--- src/rtl/key_value_table_macros.svh ---
// Assertion macros used by the key/value table engine.
`ifndef KEY_VALUE_TABLE_MACROS_SVH
`define KEY_VALUE_TABLE_MACROS_SVH

`ifndef SYNTHESIS

// Same-cycle implication, disabled during reset.
`define KVT_ASSERT_IMP(lbl, clk, rst_n, ante, cons) \
    lbl: assert property (@(posedge clk) disable iff (!rst_n) (ante) |-> (cons)) \
        else $error("key_value_table: assertion failed");

// Next-cycle implication, disabled during reset.
`define KVT_ASSERT_NEXT(lbl, clk, rst_n, ante, cons) \
    lbl: assert property (@(posedge clk) disable iff (!rst_n) (ante) |=> (cons)) \
        else $error("key_value_table: assertion failed");

`else

`define KVT_ASSERT_IMP(lbl, clk, rst_n, ante, cons)
`define KVT_ASSERT_NEXT(lbl, clk, rst_n, ante, cons)

`endif

`endif

--- src/rtl/kvt_pkg.sv ---
// Types, codes and field widths of the key/value table.
package kvt_pkg;

    localparam int REQ_W    = 2;
    localparam int KEY_BITS = 32;
    localparam int VAL_BITS = 32;
    localparam int STAT_W   = 2;
    localparam int CNT_W    = 5;

    // request codes as they arrive on the port
    localparam logic [REQ_W-1:0] REQ_SET   = 2'd0;
    localparam logic [REQ_W-1:0] REQ_GET   = 2'd1;
    localparam logic [REQ_W-1:0] REQ_ERASE = 2'd2;

    typedef enum logic [1:0] {
        OP_SET,
        OP_GET,
        OP_ERASE,
        OP_NONE
    } op_t;

    typedef enum logic [STAT_W-1:0] {
        ST_OK        = 2'd0,
        ST_NOT_FOUND = 2'd1,
        ST_FULL      = 2'd2
    } status_t;

    typedef enum logic [2:0] {
        ENG_CLEAR,
        ENG_IDLE,
        ENG_SCAN,
        ENG_APPLY
    } eng_state_t;

    typedef struct packed {
        op_t                 op;
        logic [KEY_BITS-1:0] key;
        logic [VAL_BITS-1:0] value;
    } cmd_t;

    function automatic op_t classify(input logic [REQ_W-1:0] req_type);
        op_t op;
        case (req_type)
            REQ_SET:   op = OP_SET;
            REQ_GET:   op = OP_GET;
            REQ_ERASE: op = OP_ERASE;
            default:   op = OP_NONE;
        endcase
        return op;
    endfunction

endpackage

--- src/rtl/kvt_if.sv ---
// Request and response channel interfaces of the key/value table.
interface kvt_req_if;
    import kvt_pkg::*;

    logic                valid;
    logic                ready;
    logic [REQ_W-1:0]    req_type;
    logic [KEY_BITS-1:0] key;
    logic [VAL_BITS-1:0] value_in;

    modport source (output valid, output req_type, output key, output value_in, input ready);
    modport sink   (input valid, input req_type, input key, input value_in, output ready);
endinterface

interface kvt_rsp_if;
    import kvt_pkg::*;

    logic                valid;
    logic                ready;
    logic [STAT_W-1:0]   status;
    logic [VAL_BITS-1:0] value_out;
    logic                replaced;
    logic [CNT_W-1:0]    count;

    modport source (output valid, output status, output value_out, output replaced,
                    output count, input ready);
    modport sink   (input valid, input status, input value_out, input replaced,
                    input count, output ready);
endinterface

--- src/rtl/key_value_table.sv ---
// Key/value table: front end, command queue and table engine.
//
// A bounded associative table of CAPACITY entries. Each request transaction on req is a
// set, get or erase (any other code is answered as not found) and yields exactly one
// response transaction on rsp, in order. Requests are handled one at a time: the engine
// reads the entry store one slot per cycle through its single read port, and the scan
// stops at the slot that holds the key or after the last slot on a miss. A two-entry
// queue in front keeps taking requests while it has room and the engine works, and a
// result register lets the engine scan for a request while the previous response still
// waits. After reset every slot of the store is swept clear before the first request is
// processed; requests may still be queued during the sweep.
module key_value_table #(
    parameter int CAPACITY    = 16,
    parameter int KEY_WIDTH   = 32,
    parameter int VALUE_WIDTH = 32
) (
    input  logic      clk,
    input  logic      rst_n,
    kvt_req_if.sink   req,
    kvt_rsp_if.source rsp
);
    import kvt_pkg::*;

    cmd_t cmd;
    logic cmd_valid;
    logic cmd_pop;

    kvt_front u_front (
        .clk       (clk),
        .rst_n     (rst_n),
        .req       (req),
        .cmd       (cmd),
        .cmd_valid (cmd_valid),
        .cmd_pop   (cmd_pop)
    );

    kvt_engine #(
        .CAPACITY    (CAPACITY),
        .KEY_WIDTH   (KEY_WIDTH),
        .VALUE_WIDTH (VALUE_WIDTH)
    ) u_engine (
        .clk       (clk),
        .rst_n     (rst_n),
        .cmd       (cmd),
        .cmd_valid (cmd_valid),
        .cmd_pop   (cmd_pop),
        .rsp       (rsp)
    );
endmodule

--- src/rtl/kvt_ram.sv ---
// Generic single-write, single-read RAM with registered read data.
module kvt_ram #(
    parameter int WIDTH = 8,
    parameter int DEPTH = 16
) (
    input  logic                                     clk,
    input  logic                                     we,
    input  logic [((DEPTH > 1) ? $clog2(DEPTH) : 1)-1:0] waddr,
    input  logic [WIDTH-1:0]                         wdata,
    input  logic [((DEPTH > 1) ? $clog2(DEPTH) : 1)-1:0] raddr,
    output logic [WIDTH-1:0]                         rdata
);
    logic [WIDTH-1:0] mem [DEPTH];
    logic [WIDTH-1:0] rdata_reg;

    always_ff @(posedge clk)
    begin
        if (we)
        begin
            mem[waddr] <= wdata;
        end
        rdata_reg <= mem[raddr];
    end

    assign rdata = rdata_reg;
endmodule

--- src/rtl/kvt_front.sv ---
// Request front end: decodes the request kind and buffers commands in a two-entry queue.
module kvt_front (
    input  logic          clk,
    input  logic          rst_n,
    kvt_req_if.sink       req,
    output kvt_pkg::cmd_t cmd,
    output logic          cmd_valid,
    input  logic          cmd_pop
);
    import kvt_pkg::*;

    cmd_t       q_reg [2];
    logic       wr_ptr_reg, wr_ptr_next;
    logic       rd_ptr_reg, rd_ptr_next;
    logic [1:0] fill_reg, fill_next;
    logic       push;
    logic       pop;
    cmd_t       cmd_in;

    assign req.ready = (fill_reg != 2'd2);
    assign push      = req.valid && req.ready;
    assign pop       = cmd_pop && cmd_valid;

    always_comb
    begin
        cmd_in.op    = classify(req.req_type);
        cmd_in.key   = req.key;
        cmd_in.value = req.value_in;
    end

    always_comb
    begin
        wr_ptr_next = push ? ~wr_ptr_reg : wr_ptr_reg;
        rd_ptr_next = pop ? ~rd_ptr_reg : rd_ptr_reg;
        fill_next   = fill_reg + {1'b0, push} - {1'b0, pop};
    end

    always_ff @(posedge clk or negedge rst_n)
    begin
        if (!rst_n)
        begin
            wr_ptr_reg <= 1'b0;
            rd_ptr_reg <= 1'b0;
            fill_reg   <= 2'd0;
        end
        else
        begin
            wr_ptr_reg <= wr_ptr_next;
            rd_ptr_reg <= rd_ptr_next;
            fill_reg   <= fill_next;
        end
    end

    always_ff @(posedge clk)
    begin
        if (push)
        begin
            q_reg[wr_ptr_reg] <= cmd_in;
        end
    end

    assign cmd       = q_reg[rd_ptr_reg];
    assign cmd_valid = (fill_reg != 2'd0);
endmodule

--- src/rtl/kvt_engine.sv ---
// Table engine: clears the store, scans it for each command and applies the update.
module kvt_engine #(
    parameter int CAPACITY    = 16,
    parameter int KEY_WIDTH   = 32,
    parameter int VALUE_WIDTH = 32
) (
    input  logic          clk,
    input  logic          rst_n,
    input  kvt_pkg::cmd_t cmd,
    input  logic          cmd_valid,
    output logic          cmd_pop,
    kvt_rsp_if.source     rsp
);
    import kvt_pkg::*;

    `include "key_value_table_macros.svh"

    localparam int IW = (CAPACITY > 1) ? $clog2(CAPACITY) : 1;
    localparam int CW = $clog2(CAPACITY + 1);
    localparam int WW = 1 + KEY_WIDTH + VALUE_WIDTH;

    eng_state_t             state_reg, state_next;
    logic [CW-1:0]          clr_idx_reg, clr_idx_next;
    logic [CW-1:0]          issue_reg, issue_next;
    logic                   chk_pend_reg, chk_pend_next;
    logic [IW-1:0]          chk_idx_reg, chk_idx_next;
    logic                   hit_reg, hit_next;
    logic [IW-1:0]          hit_idx_reg, hit_idx_next;
    logic [VALUE_WIDTH-1:0] hit_val_reg, hit_val_next;
    logic                   free_found_reg, free_found_next;
    logic [IW-1:0]          free_idx_reg, free_idx_next;
    op_t                    cur_op_reg, cur_op_next;
    logic [KEY_WIDTH-1:0]   cur_key_reg, cur_key_next;
    logic [VALUE_WIDTH-1:0] cur_val_reg, cur_val_next;
    logic [CW-1:0]          count_reg, count_next;

    logic                   out_valid_reg, out_valid_next;
    status_t                out_status_reg, out_status_next;
    logic [VAL_BITS-1:0]    out_value_reg, out_value_next;
    logic                   out_repl_reg, out_repl_next;
    logic [CW-1:0]          out_count_reg, out_count_next;

    logic                   ram_we;
    logic [IW-1:0]          ram_waddr;
    logic [WW-1:0]          ram_wdata;
    logic [IW-1:0]          ram_raddr;
    logic [WW-1:0]          ram_rdata;

    logic                   rd_valid;
    logic [KEY_WIDTH-1:0]   rd_key;
    logic [VALUE_WIDTH-1:0] rd_val;
    logic                   match;
    logic                   scan_done;
    logic                   out_free;
    logic                   load_out;
    logic [63:0]            key_in_ext;
    logic [63:0]            val_in_ext;
    logic [63:0]            res_val_ext;
    logic [31:0]            count_ext;

    // result of the current command, valid in APPLY
    status_t                res_status;
    logic [VALUE_WIDTH-1:0] res_value;
    logic                   res_repl;
    logic                   app_we;
    logic [IW-1:0]          app_idx;
    logic                   app_valid;
    logic [CW-1:0]          res_count;

    kvt_ram #(
        .WIDTH (WW),
        .DEPTH (CAPACITY)
    ) u_store (
        .clk   (clk),
        .we    (ram_we),
        .waddr (ram_waddr),
        .wdata (ram_wdata),
        .raddr (ram_raddr),
        .rdata (ram_rdata)
    );

    assign rd_valid  = ram_rdata[WW-1];
    assign rd_key    = ram_rdata[KEY_WIDTH+VALUE_WIDTH-1:VALUE_WIDTH];
    assign rd_val    = ram_rdata[VALUE_WIDTH-1:0];
    assign match     = rd_valid && (rd_key == cur_key_reg);
    assign scan_done = chk_pend_reg && (match || (chk_idx_reg == IW'(CAPACITY - 1)));
    assign out_free  = !out_valid_reg || rsp.ready;
    assign load_out  = (state_reg == ENG_APPLY) && out_free;

    assign key_in_ext = 64'(cmd.key);
    assign val_in_ext = 64'(cmd.value);

    // next state
    always_comb
    begin
        state_next = state_reg;
        case (state_reg)
            ENG_CLEAR:
            begin
                if (clr_idx_reg == CW'(CAPACITY - 1))
                begin
                    state_next = ENG_IDLE;
                end
            end
            ENG_IDLE:
            begin
                if (cmd_valid)
                begin
                    state_next = ENG_SCAN;
                end
            end
            ENG_SCAN:
            begin
                if (scan_done)
                begin
                    state_next = ENG_APPLY;
                end
            end
            ENG_APPLY:
            begin
                if (out_free)
                begin
                    state_next = ENG_IDLE;
                end
            end
            default: state_next = ENG_CLEAR;
        endcase
    end

    // command outcome
    always_comb
    begin
        res_status = ST_NOT_FOUND;
        res_value  = '0;
        res_repl   = 1'b0;
        app_we     = 1'b0;
        app_idx    = hit_idx_reg;
        app_valid  = 1'b1;
        res_count  = count_reg;
        case (cur_op_reg)
            OP_SET:
            begin
                if (hit_reg)
                begin
                    res_status = ST_OK;
                    res_repl   = 1'b1;
                    app_we     = 1'b1;
                end
                else if (free_found_reg)
                begin
                    res_status = ST_OK;
                    app_we     = 1'b1;
                    app_idx    = free_idx_reg;
                    res_count  = count_reg + CW'(1);
                end
                else
                begin
                    res_status = ST_FULL;
                end
            end
            OP_GET:
            begin
                if (hit_reg)
                begin
                    res_status = ST_OK;
                    res_value  = hit_val_reg;
                end
            end
            OP_ERASE:
            begin
                if (hit_reg)
                begin
                    res_status = ST_OK;
                    app_we     = 1'b1;
                    app_valid  = 1'b0;
                    if (count_reg != '0)
                    begin
                        res_count = count_reg - CW'(1);
                    end
                end
            end
            default:
            begin
                res_status = ST_NOT_FOUND;
            end
        endcase
    end

    // state outputs: store port and command pop
    always_comb
    begin
        ram_we    = 1'b0;
        ram_waddr = app_idx;
        ram_wdata = {app_valid, cur_key_reg, cur_val_reg};
        ram_raddr = '0;
        cmd_pop   = 1'b0;
        case (state_reg)
            ENG_CLEAR:
            begin
                ram_we    = 1'b1;
                ram_waddr = clr_idx_reg[IW-1:0];
                ram_wdata = '0;
            end
            ENG_IDLE:
            begin
                cmd_pop = cmd_valid;
            end
            ENG_SCAN:
            begin
                ram_raddr = issue_reg[IW-1:0];
            end
            ENG_APPLY:
            begin
                ram_we = out_free && app_we;
            end
            default:
            begin
                ram_we = 1'b0;
            end
        endcase
    end

    assign res_val_ext = 64'(res_value);

    // datapath next values
    always_comb
    begin
        clr_idx_next    = clr_idx_reg;
        issue_next      = issue_reg;
        chk_pend_next   = chk_pend_reg;
        chk_idx_next    = chk_idx_reg;
        hit_next        = hit_reg;
        hit_idx_next    = hit_idx_reg;
        hit_val_next    = hit_val_reg;
        free_found_next = free_found_reg;
        free_idx_next   = free_idx_reg;
        cur_op_next     = cur_op_reg;
        cur_key_next    = cur_key_reg;
        cur_val_next    = cur_val_reg;
        count_next      = count_reg;
        out_valid_next  = out_valid_reg && !rsp.ready;
        out_status_next = out_status_reg;
        out_value_next  = out_value_reg;
        out_repl_next   = out_repl_reg;
        out_count_next  = out_count_reg;

        if (state_reg == ENG_CLEAR)
        begin
            clr_idx_next = clr_idx_reg + CW'(1);
        end

        if ((state_reg == ENG_IDLE) && cmd_valid)
        begin
            cur_op_next     = cmd.op;
            cur_key_next    = key_in_ext[KEY_WIDTH-1:0];
            cur_val_next    = val_in_ext[VALUE_WIDTH-1:0];
            hit_next        = 1'b0;
            free_found_next = 1'b0;
            issue_next      = '0;
            chk_pend_next   = 1'b0;
        end

        if (state_reg == ENG_SCAN)
        begin
            // reads run one slot ahead of the compare
            if (issue_reg < CW'(CAPACITY))
            begin
                issue_next    = issue_reg + CW'(1);
                chk_pend_next = 1'b1;
                chk_idx_next  = issue_reg[IW-1:0];
            end
            else
            begin
                chk_pend_next = 1'b0;
            end
            if (chk_pend_reg)
            begin
                if (match)
                begin
                    hit_next     = 1'b1;
                    hit_idx_next = chk_idx_reg;
                    hit_val_next = rd_val;
                end
                if (!rd_valid && !free_found_reg)
                begin
                    free_found_next = 1'b1;
                    free_idx_next   = chk_idx_reg;
                end
            end
        end

        if (load_out)
        begin
            count_next      = res_count;
            out_valid_next  = 1'b1;
            out_status_next = res_status;
            out_value_next  = res_val_ext[VAL_BITS-1:0];
            out_repl_next   = res_repl;
            out_count_next  = res_count;
        end
    end

    always_ff @(posedge clk or negedge rst_n)
    begin
        if (!rst_n)
        begin
            state_reg     <= ENG_CLEAR;
            clr_idx_reg   <= '0;
            chk_pend_reg  <= 1'b0;
            count_reg     <= '0;
            out_valid_reg <= 1'b0;
        end
        else
        begin
            state_reg     <= state_next;
            clr_idx_reg   <= clr_idx_next;
            chk_pend_reg  <= chk_pend_next;
            count_reg     <= count_next;
            out_valid_reg <= out_valid_next;
        end
    end

    always_ff @(posedge clk)
    begin
        issue_reg      <= issue_next;
        chk_idx_reg    <= chk_idx_next;
        hit_reg        <= hit_next;
        hit_idx_reg    <= hit_idx_next;
        hit_val_reg    <= hit_val_next;
        free_found_reg <= free_found_next;
        free_idx_reg   <= free_idx_next;
        cur_op_reg     <= cur_op_next;
        cur_key_reg    <= cur_key_next;
        cur_val_reg    <= cur_val_next;
        out_status_reg <= out_status_next;
        out_value_reg  <= out_value_next;
        out_repl_reg   <= out_repl_next;
        out_count_reg  <= out_count_next;
    end

    assign count_ext     = 32'(out_count_reg);
    assign rsp.valid     = out_valid_reg;
    assign rsp.status    = out_status_reg;
    assign rsp.value_out = out_value_reg;
    assign rsp.replaced  = out_repl_reg;
    assign rsp.count     = count_ext[CNT_W-1:0];

    `KVT_ASSERT_IMP(a_count_bound, clk, rst_n, 1'b1, count_reg <= CW'(CAPACITY))
    `KVT_ASSERT_IMP(a_no_write_in_scan, clk, rst_n, state_reg == ENG_SCAN, !ram_we)
    `KVT_ASSERT_IMP(a_full_only_when_full, clk, rst_n, load_out && (res_status == ST_FULL), count_reg == CW'(CAPACITY))
    `KVT_ASSERT_IMP(a_no_pop_in_clear, clk, rst_n, state_reg == ENG_CLEAR, !cmd_pop)
    `KVT_ASSERT_NEXT(a_result_after_apply, clk, rst_n, load_out, out_valid_reg)
endmodule
--- src/flat_wrapper.sv ---
// flat-port wrapper written by rule: the top's interface ports become plain ports
module key_value_table_flat import kvt_pkg::*;
#(
    parameter int CAPACITY    = 16,
    parameter int KEY_WIDTH   = 32,
    parameter int VALUE_WIDTH = 32
)
  (clk, rst_n, req_valid, req_req_type, req_key, req_value_in, req_ready, rsp_valid, rsp_status, rsp_value_out, rsp_replaced, rsp_count, rsp_ready);
  kvt_req_if req_i ();
  kvt_rsp_if rsp_i ();
  input  logic clk;
  input  logic rst_n;
  input wire logic [$bits(req_i.valid)-1:0] req_valid;
  input wire logic [$bits(req_i.req_type)-1:0] req_req_type;
  input wire logic [$bits(req_i.key)-1:0] req_key;
  input wire logic [$bits(req_i.value_in)-1:0] req_value_in;
  output wire logic [$bits(req_i.ready)-1:0] req_ready;
  output wire logic [$bits(rsp_i.valid)-1:0] rsp_valid;
  output wire logic [$bits(rsp_i.status)-1:0] rsp_status;
  output wire logic [$bits(rsp_i.value_out)-1:0] rsp_value_out;
  output wire logic [$bits(rsp_i.replaced)-1:0] rsp_replaced;
  output wire logic [$bits(rsp_i.count)-1:0] rsp_count;
  input wire logic [$bits(rsp_i.ready)-1:0] rsp_ready;
  assign req_i.valid = req_valid;
  assign req_i.req_type = req_req_type;
  assign req_i.key = req_key;
  assign req_i.value_in = req_value_in;
  assign req_ready = req_i.ready;
  assign rsp_valid = rsp_i.valid;
  assign rsp_status = rsp_i.status;
  assign rsp_value_out = rsp_i.value_out;
  assign rsp_replaced = rsp_i.replaced;
  assign rsp_count = rsp_i.count;
  assign rsp_i.ready = rsp_ready;
  key_value_table #(.CAPACITY(CAPACITY), .KEY_WIDTH(KEY_WIDTH), .VALUE_WIDTH(VALUE_WIDTH)) u_core (.clk(clk), .rst_n(rst_n), .req(req_i), .rsp(rsp_i));
endmodule
--- config.mk ---
export PLATFORM = sky130hd
export DESIGN_NAME = key_value_table_flat
export DESIGN_NICKNAME = d
export VERILOG_FILES = /design/src/rtl/kvt_pkg.sv /design/src/rtl/kvt_if.sv /design/src/rtl/key_value_table.sv /design/src/rtl/kvt_ram.sv /design/src/rtl/kvt_front.sv /design/src/rtl/kvt_engine.sv /design/src/flat_wrapper.sv
export VERILOG_INCLUDE_DIRS = /design/src /design/src/rtl
export SDC_FILE = /design/constraint.sdc
export NUM_CORES = 2
export LEC_CHECK = 0
export BUFFER_PORTS_ARGS = -buffer_cell sky130_fd_sc_hd__buf_2
export CAP_MARGIN = 40
export CELL_PAD_IN_SITES_DETAIL_PLACEMENT = 1
export CELL_PAD_IN_SITES_GLOBAL_PLACEMENT = 2
export CORE_MARGIN = 1.5
export CORE_UTILIZATION = 48
export CTS_CLUSTER_SIZE = 20
export DETAILED_ROUTE_END_ITERATION = 7
export PLACE_DENSITY_LB_ADDON = 0.05
export RECOVER_POWER = 25
export SLEW_MARGIN = 20
export SYNTH_ARGS = -nofsm -noshare
export SYNTH_HDL_FRONTEND = slang
export SYNTH_SLANG_ARGS = --single-unit
--- constraint.sdc ---
create_clock -name clk -period 6.1 [get_ports clk]
set_clock_uncertainty 0.15 [all_clocks]
set_input_delay 1.83 -clock clk [delete_from_list [all_inputs] [get_ports clk]]
set_output_delay 1.83 -clock clk [all_outputs]
set_load 0.005 [all_outputs]
==> impl_metrics.env <==
export IMPL_reg2reg_slack_ns=1.30
export IMPL_ys_async_sr_fraction_pct=1.27
export IMPL_netlist_area_mm2=0.0538
export IMPL_port_buffers=111
export IMPL_num_nets_final=3321
export IMPL_antenna_left=0
export IMPL_drt_pass1_iter_count=5
export IMPL_syn_area_per_cell_um2=17.7
export IMPL_fin_crit_ns=4.80
export IMPL_failed_checks="max-capacitance violations, max-slew violations"
export IMPL_antenna_found_initial=4
export IMPL_synth_edff_count=1322
export IMPL_dp_slack_ns=1.20
export IMPL_hpwl_um=77500
export IMPL_power_total_uw=28500
export IMPL_largest_register_ffs=1040
export IMPL_place_area_mm2=0.0569
export IMPL_post_cts_buffers=0
export IMPL_synthDistinctLibCells=53
export IMPL_routed_via_density=5.85
export IMPL_critical_path_required_ns=6.55
export IMPL_cts_buffer_depth=3
export IMPL_run_status="finished, violations left"
export IMPL_power_leakage_uw=0.0201
export IMPL_drv_slew=273
export IMPL_clock_latency_ns=0.75
export IMPL_syn_nets=3124
export IMPL_path_max_fanout=59
export IMPL_grt_ovfl_total=0
export IMPL_r2r_end="u_core.u_engine.u_store.rdata[56]"
export IMPL_yosysSeqAreaShare_pct=77.3
export IMPL_maxCapViolCount=8
export IMPL_crit_path_end_kind="register"
export IMPL_startpoint_type="register"
export IMPL_routed_wl_um=140000
export IMPL_cts_resized=0
export IMPL_grt_start_max_net_pins=157
export IMPL_start_util_pct=48.5
export IMPL_clk_pin_slew_ns=0.06
export IMPL_numCtsBuffers=149
export IMPL_die_area_mm2=0.114
export IMPL_route_detailed_drc=0
export IMPL_drt_iter0_markers=2187
export IMPL_num_vias=28380
export IMPL_finalInstanceArea_mm2=0.0616
export IMPL_report_final_setup_viol=0
export IMPL_gp_congestion=0.797
export IMPL_areaGrowthSynthToFinish_pct=14.5
export IMPL_ys_ff_latch=1412
export IMPL_max_slew_margin_rel_pct=-95.7
export IMPL_worstSetupPathType="register to register"
export IMPL_min_path_cells=0
export IMPL_timing_fmax_mhz=208
export IMPL_rsz0062_at_grt="no"
export IMPL_root_buffer="clkbuf_16"
export IMPL_grt_pass1_wl_um=206000
export IMPL_power_density_mw_per_mm2=463
export IMPL_nFillCells=9892
export IMPL_synth_flop_cell="edfxtp_1"
export IMPL_critPathArrivalTime_ns=5.26
export IMPL_hp_start="u_core.u_engine.u_store.rdata[3]"
export IMPL_cts_sinks=1412
export IMPL_cts_htree_levels=4
export IMPL_synth_cells=3039
export IMPL_routedWlPerCell_um=28.8
export IMPL_seq_area_mm2=0.0416
export IMPL_grt_pass1_vias=30731
export IMPL_grt_usage_pct=24.8
export IMPL_ioPinCount=112
export IMPL_layout_setup_ws_ns=1.30
export IMPL_yosys_warnings=0
export IMPL_chipHeight_um=338
export IMPL_drive_gt1_share_pct=26.5
export IMPL_cts_hold_buf=0
export IMPL_vdd_drop_max_v=0.000300
export IMPL_die_w_um=338
export IMPL_holdPathEnd="u_core.u_engine.hit_val_reg[3]"
export IMPL_worst_pin_slew_ns=2.94
export IMPL_r2r_cells=5
export IMPL_rr_startpoint="u_core.u_engine.issue_reg[2]"
export IMPL_multi_input_area_mm2=0.0115
export IMPL_fin_crit_sh_pct=78.8
export IMPL_num_rows=122
export IMPL_hold_path_class="register to register"
export IMPL_coreArea_mm2=0.111
export IMPL_hold_viol=0
export IMPL_cts_tree="built"
-- cells in the final DEF, fill, tap and decap left out, types with 7 or more instances in the layout --
cell / Yosys / final
dfrtp_1: 18 / 18
buf_4: 1 / 71
a22oi_1: 65 / 65
mux2_2: 462 / 455
nor2_1: 90 / 73
nor2b_1: 67 / 65
o32ai_1: 65 / 65
nand2b_1: 11 / 11
buf_2: 40 / 79
clkbuf_16: 0 / 152
inv_1: 19 / 18
inv_6: 0 / 11
xnor2_1: 14 / 14
xor2_1: 23 / 23
bufinv_16: 0 / 11
o21ai_0: 12 / 13
nand2_1: 156 / 153
clkinv_2: 0 / 20
buf_12: 0 / 28
clkbuf_1: 130 / 100
nor2_4: 0 / 17
dfxtp_1: 72 / 70
a221oi_1: 195 / 195
clkbuf_8: 0 / 9
ha_1: 15 / 15
edfxtp_1: 1322 / 1322
clkinv_1: 0 / 22
and3_1: 35 / 35
a21oi_1: 133 / 133
mux2_1: 0 / 7
nand3_1: 13 / 13
-- worst max path at each step --
stage | from | end | slack, ns | depth (start not counted)
after floorplan | rsp_ready | u_core.u_engine.u_store.mem[13][0] | -0.15 | 6
after global placement | rsp_ready | u_core.u_engine.u_store.mem[13][50] | 1.23 | 8
after detailed placement | rsp_ready | u_core.u_engine.u_store.mem[13][41] | 1.20 | 8
after CTS | rsp_ready | u_core.u_engine.u_store.mem[13][50] | 2.00 | 8
after global routing | u_core.u_engine.state_reg[0] | u_core.u_engine.u_store.mem[6][61] | 1.06 | 6
final | u_core.u_engine.issue_reg[2] | u_core.u_engine.u_store.rdata[56] | 1.30 | 5
-- worst max-delay path, stage by stage, from the launching register on --
cell and delay, ns:
dfxtp_1 2.29, nand2_4 0.84, buf_12 0.45, buf_12 0.25, a221oi_1 0.45, o32ai_1 0.18
-- cells in the mapped netlist (3+ instances only) --
library cell / count / share of area [%]
clkbuf_1: 130 / 0.91
a221oi_1: 195 / 3.2
o211ai_1: 4 / 0.056
nor2_1: 90 / 0.63
nor4_1: 5 / 0.058
a21o_1: 3 / 0.042
mux2_2: 462 / 9.7
nand3_1: 13 / 0.12
nor2b_1: 67 / 0.78
and2_1: 4 / 0.047
o21ai_1: 3 / 0.028
inv_1: 19 / 0.13
and3_1: 35 / 0.41
edfxtp_1: 1322 / 74
dfxtp_1: 72 / 2.7
a22oi_1: 65 / 0.91
xor2_1: 23 / 0.37
dfrtp_1: 18 / 0.84
buf_1: 22 / 0.15
o21ai_0: 12 / 0.11
ha_1: 15 / 0.35
nor3_1: 5 / 0.047
mux2i_1: 6 / 0.11
nand2_1: 156 / 1.1
a21oi_1: 133 / 1.2
xnor2_1: 14 / 0.23
o32ai_1: 65 / 1.1
nand4_1: 4 / 0.047
nand2b_1: 11 / 0.13
buf_2: 40 / 0.37
-- cell families (layout without fill, tap and decap cells) --
family	Yosys count	in the layout	share of synthesized area, %
xor gates and xnor gates	37	37	0.602
muxes	469	469	9.81
DFF	1412	1412	77.3
and+or+nand+nor	401	401	3.54
adders and majority gates	15	15	0.349
buffers and inverters	215	536	1.62
other	0	1	0
AOI/OAI and AO/OA	490	490	6.77
-- stage by stage --
stage | hold WS (ns) | setup TNS [ns] | util (%) | instances
6_report | 0.252 | 0 | 55.5 | 4849
5_1_grt | 0.263 | 0 | 55.5 | 4848
4_1_cts | 0.255 | 0 | 55.5 | 4835
3_5_place_dp | 0.240 | 0 | 51.2 | 4560
3_3_place_gp | 0.238 | 0 | 50.9 | 4523
2_1_floorplan | 0.236 | -72.58 | - | 3039
-- power breakdown --
group | internal, uW | switching (uW)
Combinational | 2080 | 4220
Clock | 5170 | 3690
Sequential | 12800 | 544
-- layout make-up --
class,instances,area share [%]
Sequential cell,1412,67.5
Multi-Input combinational cell,1412,18.7
Clock buffer,204,6.64
Tap cell,1488,3.02
Timing Repair Buffer,241,2.90
Clock inverter,71,1.09
Inverter,20,0.124
Antenna cell,1,0.00406
-- layer usage --
layer / vias to the layer above / part of all wire (%) / GRT usage [%]
met3: 204 / 3.7 / 3.45
met2: 653 / 51 / 42.7
met5: - / 0 / 0
li1: 12508 / - / -
met1: 15015 / 42 / 32.5
met4: 0 / 2.9 / 8.29
(Power assumes the default switching activity.)
